**config.mk**
```make
export PLATFORM = sky130hd
export DESIGN_NAME = fxalu_mul
export DESIGN_NICKNAME = d
export VERILOG_FILES = /design/src/hw/rtl/fxalu_pkg.sv /design/src/hw/rtl/fxalu_mul.sv
export SDC_FILE = /design/constraint.sdc
export NUM_CORES = 2
export LEC_CHECK = 0
export ABC_CLOCK_PERIOD_IN_PS = 17000
export BUFFER_PORTS_ARGS = -buffer_cell sky130_fd_sc_hd__buf_2
export CORE_UTILIZATION = 60
export DETAILED_ROUTE_END_ITERATION = 8
export HOLD_SLACK_MARGIN = 0.08
export PLACE_DENSITY = 0.89
export SLEW_MARGIN = 20
export SYNTH_ARGS = -nofsm -noshare
export SYNTH_HDL_FRONTEND = slang
export SYNTH_SLANG_ARGS = --single-unit
```
**constraint.sdc**
```tcl
create_clock -name i_clk -period 17 [get_ports i_clk]
set_clock_uncertainty 0.1 [all_clocks]
set_input_delay 0.85 -clock i_clk [delete_from_list [all_inputs] [get_ports i_clk]]
set_output_delay 0.85 -clock i_clk [all_outputs]
set_load 0.005 [all_outputs]
```
**src/hw/rtl/fxalu_pkg.sv**
```systemverilog
// shared types, opcodes and the saturation helper for the fixed-point alu
package fxalu_pkg;

    localparam int WORD_BITS = 32;
    localparam int FRAC_BITS = 8;
    localparam int QUO_BITS  = WORD_BITS + FRAC_BITS;
    localparam int MAG_W     = 2 * WORD_BITS;

    // opcodes
    localparam logic [2:0] OP_ADD = 3'd0;
    localparam logic [2:0] OP_SUB = 3'd1;
    localparam logic [2:0] OP_MUL = 3'd2;
    localparam logic [2:0] OP_DIV = 3'd3;
    localparam logic [2:0] OP_MIN = 3'd4;
    localparam logic [2:0] OP_MAX = 3'd5;
    localparam logic [2:0] OP_INC = 3'd6;
    localparam logic [2:0] OP_DEC = 3'd7;

    typedef struct packed {
        logic [2:0]                  op;
        logic signed [WORD_BITS-1:0] operand_a;
        logic signed [WORD_BITS-1:0] operand_b;
    } t_in;

    typedef struct packed {
        logic signed [WORD_BITS-1:0] result;
        logic                        greater;
        logic                        equal;
        logic                        less;
        logic                        fault;
    } t_out;

    // operand work carried into the multiplier
    typedef struct packed {
        logic [2:0]           op;
        logic [WORD_BITS-1:0] ma;
        logic [WORD_BITS-1:0] mb;
        logic                 neg;
        logic [WORD_BITS-1:0] res;
        logic                 gt;
        logic                 eq;
        logic                 lt;
        logic                 dz;
    } t_work;

    // sideband that rides along the divider stages
    typedef struct packed {
        logic [2:0]           op;
        logic                 neg;
        logic [WORD_BITS-1:0] res;
        logic                 gt;
        logic                 eq;
        logic                 lt;
        logic                 fault;
        logic                 dz;
    } t_side;

    typedef struct packed {
        logic [WORD_BITS-1:0] val;
        logic                 ovf;
    } t_sat;

    // clamp a magnitude to the signed word range and apply the sign
    function automatic t_sat sat_word(input logic [MAG_W-1:0] mag, input logic neg);
        logic [MAG_W-1:0]     limit;
        logic [WORD_BITS-1:0] v;
        t_sat                 s;
        limit = neg ? (MAG_W'(1) << (WORD_BITS - 1))
                    : ((MAG_W'(1) << (WORD_BITS - 1)) - MAG_W'(1));
        s.ovf = mag > limit;
        v     = s.ovf ? limit[WORD_BITS-1:0] : mag[WORD_BITS-1:0];
        s.val = neg ? (~v + WORD_BITS'(1)) : v;
        return s;
    endfunction

endpackage

```
**src/hw/rtl/fxalu_mul.sv**
```systemverilog
// two-stage multiplier: magnitude product, then rounding and saturation
module fxalu_mul
    import fxalu_pkg::*;
(
    input  logic                 i_clk,
    input  logic                 i_rst_n,
    input  logic                 i_en,
    input  logic                 i_valid,
    input  t_work                i_work,
    output logic                 o_valid,
    output logic [WORD_BITS-1:0] o_ma,
    output logic [WORD_BITS-1:0] o_mb,
    output t_side                o_side
);

    localparam logic [MAG_W-1:0] HALF = MAG_W'(1) << (FRAC_BITS - 1);

    logic             r_pv;
    logic [MAG_W-1:0] r_prod;
    t_work            r_pw;
    logic             r_ov;
    logic [WORD_BITS-1:0] r_ma;
    logic [WORD_BITS-1:0] r_mb;
    t_side            r_side;
    logic [MAG_W-1:0] rounded;
    t_sat             sat;
    t_side            n_side;

    // product stage
    always_ff @(posedge i_clk) begin
        if (!i_rst_n) begin
            r_pv <= 1'b0;
        end else if (i_en) begin
            r_pv <= i_valid;
        end
        if (i_en) begin
            r_prod <= MAG_W'(i_work.ma) * MAG_W'(i_work.mb);
            r_pw   <= i_work;
        end
    end

    // round half away from zero on the magnitude, then clamp
    always_comb begin
        rounded = (r_prod + HALF) >> FRAC_BITS;
        sat     = sat_word(rounded, r_pw.neg);
        n_side.op    = r_pw.op;
        n_side.neg   = r_pw.neg;
        n_side.res   = r_pw.res;
        n_side.gt    = r_pw.gt;
        n_side.eq    = r_pw.eq;
        n_side.lt    = r_pw.lt;
        n_side.fault = 1'b0;
        n_side.dz    = r_pw.dz;
        if (r_pw.op == OP_MUL) begin
            n_side.res   = sat.val;
            n_side.fault = sat.ovf;
        end
    end

    // rounding stage
    always_ff @(posedge i_clk) begin
        if (!i_rst_n) begin
            r_ov <= 1'b0;
        end else if (i_en) begin
            r_ov <= r_pv;
        end
        if (i_en) begin
            r_side <= n_side;
            r_ma   <= r_pw.ma;
            r_mb   <= r_pw.mb;
        end
    end

    assign o_valid = r_ov;
    assign o_ma    = r_ma;
    assign o_mb    = r_mb;
    assign o_side  = r_side;

endmodule

```
# == Word level (Yosys, flattened, before mapping) ==
# Index checks and enable logic that the tools add are counted.
# word_totals
regBits,275
# op_classes
mux,4
bitwise_logic,1
eq_ne,1
n_lt_le_gt_ge,1
n_addsub,2
multipliers,1
# ops
operator,n
$mux 32,4
$add 64x8->64 const B,1
$mul 32x32->64,1
$gt 56x32->1,1
$add 32x1->32 const B,1
$not 32->32,1
$eq 3x2->1 const B,1

# == Longest topological paths before layout ==
# depth
ltp_word,7
ltp_mapped,30

# == Worst setup path before layout ==
# OpenSTA, ideal clock, no wires.
# synth_path
path_type,input -> register
startpoint,input i_work[46] (netlist bit)
endpoint,register r_prod[52] (data pin)
setup_time_ns,0.258
arrival_time_ns,7.615
cell_stages,26
n_path_buf,1
setup_slack_ns,9.027
t_required_ns,16.642
path_cell_list,clkbuf_1 -> and2_1 -> fa_1 -> fa_1 -> inv_1 -> fa_1 -> fa_1 -> fa_1 -> inv_1 -> fa_1 -> fa_1 -> inv_1 -> fa_1 -> inv_1 -> ha_1 -> nand3_1 -> o41ai_1 -> a221oi_1 -> o21ai_0 -> a41oi_1 -> o221ai_1 -> a21oi_1 -> o31ai_1 -> o21a_1 -> nor2_1 -> xnor2_1
# synth_between
elab_chain_cells,1
# synth_lines
element,line,source
start: declaration,fxalu_mul.sv:9,"input t_work i_work,"
$mul 32x32->64,fxalu_mul.sv:37,r_prod <= MAG_W'(i_work.ma) * MAG_W'(i_work.mb);
end signal: assignment,fxalu_mul.sv:37,
end: declaration,fxalu_mul.sv:19,logic [MAG_W-1:0] r_prod;
# No other way between the ends.
# A chain may end at the register's enable or synchronous reset.

# == Worst setup path after layout ==
# layout_path
startpoint,input i_work[88] (netlist bit)
endpoint,register r_prod[52] (data pin)
# The elaborated chain is that of the path after synthesis.

==> reports/metrics.cfg <==
[outcome]
status = complete, but fails checks
violations = DRC

[yosys]
synth.most_common_cell = inv_1
synth_area_leader_cell = fa_1
synth_top_flop_cell = edfxtp_1
synth_edf_count = 266
synthDistinctLibCells = 83
async_flop_share_pct = 0
postSynthAreaPerCell_um2 = 10.0
synth_top_area_share_pct = 40.2
ys_warn_count = 0
yosys-top-cells-area = fa_1, edfxtp_1, and2_1
ys_seq_area_share_pct = 18.0
syn_inst = 4450
synth_seq_cells = 268
synth_area_mm2 = 0.0445
synth_common_cells = inv_1, fa_1, and2_1
syn_nets = 5747

[sta]
setup_ws_ns = 8.31
fmax_ghz = 0.115
period_needed_ns = 8.69
period_share_pct = 51.1
worstMarginPinSlew_ns = 0.975
drv_slew = 0
rsz0062_at_grt = false
setup_viol = 0
finalHoldViolations = 0
finalSetupTns_ns = 0
relSlewSlack_pct = 35.0

[critical_path]
crit_path_start_kind = input port
end_kind = flop
reg2reg_depth = 22
reg2reg_slack_ns = 9.58
cpMostUsedCell = fa_1
cp_slowest_cell = buf_2
reg2reg_to = o_side[29]
reg2reg_from = r_prod[10]
worstSetupPathType = input port to flop
critPathRequiredTime_ns = 17.22
crit_chain = buf_2, and2_1, fa_1, fa_1, inv_1, fa_1, fa_1, inv_1, fa_1, fa_1, fa_1, fa_1, ha_1, a21o_1, a21o_1, a21oi_1, o21ai_0, a41oi_1, o221ai_1, a21oi_1, o31ai_1, o21a_1, nor2_1, xnor2_1
cpPeakStageDelay_ns = 0.72
startpoint = i_work[88]
worstPathArrival_ns = 8.91
crit_fanout = 33

[cts]
clock_path_buffers = 3
cts-resized-gates = 0
clock_latency_ns = 0.61
h-tree-depth = 2
cts_setup_buffers = 0
clk_pin_slew_ns = 0.05
cts_buffers = 35
cts_root_buf = clkbuf_16
clock-sinks = 268
cts_tree = yes
cts_hold_repair.buffers = 0

[floorplan]
core_area_mm2 = 0.0732
io_pins = 214
start_util_pct = 60.8
die-area_mm2 = 0.0753
die_x_um = 274
fp-row-count = 99
die_y_um = 274

[global_route]
overflow = 0
antenna_found_initial = 1
grt_pass1_wl_mm = 186
grt_max_degree = 83
grt_use_total_pct = 32.2
grt_pass1_vias = 35000

[cells_and_area]
layout-drive-gt1-share_pct = 6.87
nets = 5787
fin_cells = 5475
fin_area_mm2 = 0.0472
area_delta_synth_final_pct = 5.94

[place]
hpwl_mm = 86.6
numPortBuffers = 213
dpl.cell_count = 5412
routabilityCongestion = 0.987
post_dp_cell_area_mm2 = 0.0460
place_ws_ns = 7.89

[worst_hold_path]
hp-class = flop to flop
min-delay-start = r_pw[42]
min_to = o_mb[5]
whs_path_depth = 0

[route]
drc = 8
wl_per_cell_um = 21.3
routed_wl_mm = 117
via_count = 32300
viasPerCell = 5.91
drtIter0Drc = 2943
drt_pass1_iterations = 9
antenna_left = 0

[run]
maxCapViolCount = 0

[metal layers]
metal	wire [µm]	global-route usage [%]	vias up	share of wire [%]
met5	0	0	-	0
li1	-	-	13600	-
met2	55900	52.0	1983	48
met4	6970	17.4	0	6.0
met3	13000	9.06	526	11
met1	40800	39.2	16200	35
[flip-flops by register name, summed over array words and instances, names as in the netlist]
signal,count
o_mb,32
o_valid,1
r_pv,1
n_side,8
o_side,41
r_pw,96
r_prod,57
o_ma,32
[cell usage in the layout, fill, tap and decap left out, types with 13 or more instances in the layout]
master       n
nand3_1     44
nor2b_1     13
buf_2      212
a21oi_1     68
clkbuf_16   35
fa_1       895
o21ai_0     48
nor3_1      35
xnor2_1     69
xor2_1      33
and3_1      17
ha_1       294
buf_4       14
edfxtp_1   266
a21o_1      41
nor2_1      81
o21ai_1     30
inv_1      920
nand4_1     40
and2_1     624
nand2_1    505
o21a_1      16
[cells by family (layout without fill, tap and decap cells)]
logic type,count (synthesis),count (layout),synth area share (%)
simple gates,1435,1435,17.1
fa+ha+maj,1189,1189,48.5
buf+inv,1144,1208,9.70
compound gates,302,302,4.45
flops,268,268,18.0
xor+xnor,102,102,2.01
mux,10,10,0.233
other cells,0,2,0
[final cells by class]
| cell class | count | area [µm²] |
|---|---|---|
| fill | 5336 | 26000 |
| antenna | 2 | 5.00 |
| clock inverter | 19 | 194 |
| tap | 959 | 1200 |
| multi-input combinational | 3038 | 32200 |
| timing repair buffer | 227 | 1180 |
| inverter | 920 | 3450 |
| sequential | 268 | 8030 |
| clock buffer | 42 | 922 |
[worst max-delay path, delay by kind of cell]
kind	cells	cell delay, ns
buf+inv	3	0.83
compound gates	9	2.33
simple gates	2	0.41
fa+ha+maj	9	4.39
xor+xnor	1	0.07
[stage by stage]
| step | hold WS, ns | util [%] |
|---|---|---|
| after floorplan | 0.300 | - |
| after global placement | 0.301 | 62.9 |
| after detailed placement | 0.305 | 62.9 |
| after CTS | 0.318 | 64.4 |
| after global routing | 0.321 | 64.4 |
| final | 0.316 | 64.4 |
[worst max path at each step]
stage                             to  slack (ns)  cells past startpoint
after floorplan           r_prod[52]        9.03                     26
after detailed placement  r_prod[52]        7.89                     26
after global placement    r_prod[63]        8.11                     25
after global routing      r_prod[52]        8.02                     25
final                     r_prod[52]        8.31                     24
after CTS                 r_prod[52]        8.50                     26
Power is not shown: default switching activity piles up to over one toggle a cycle in this logic, so the estimate is an artifact.
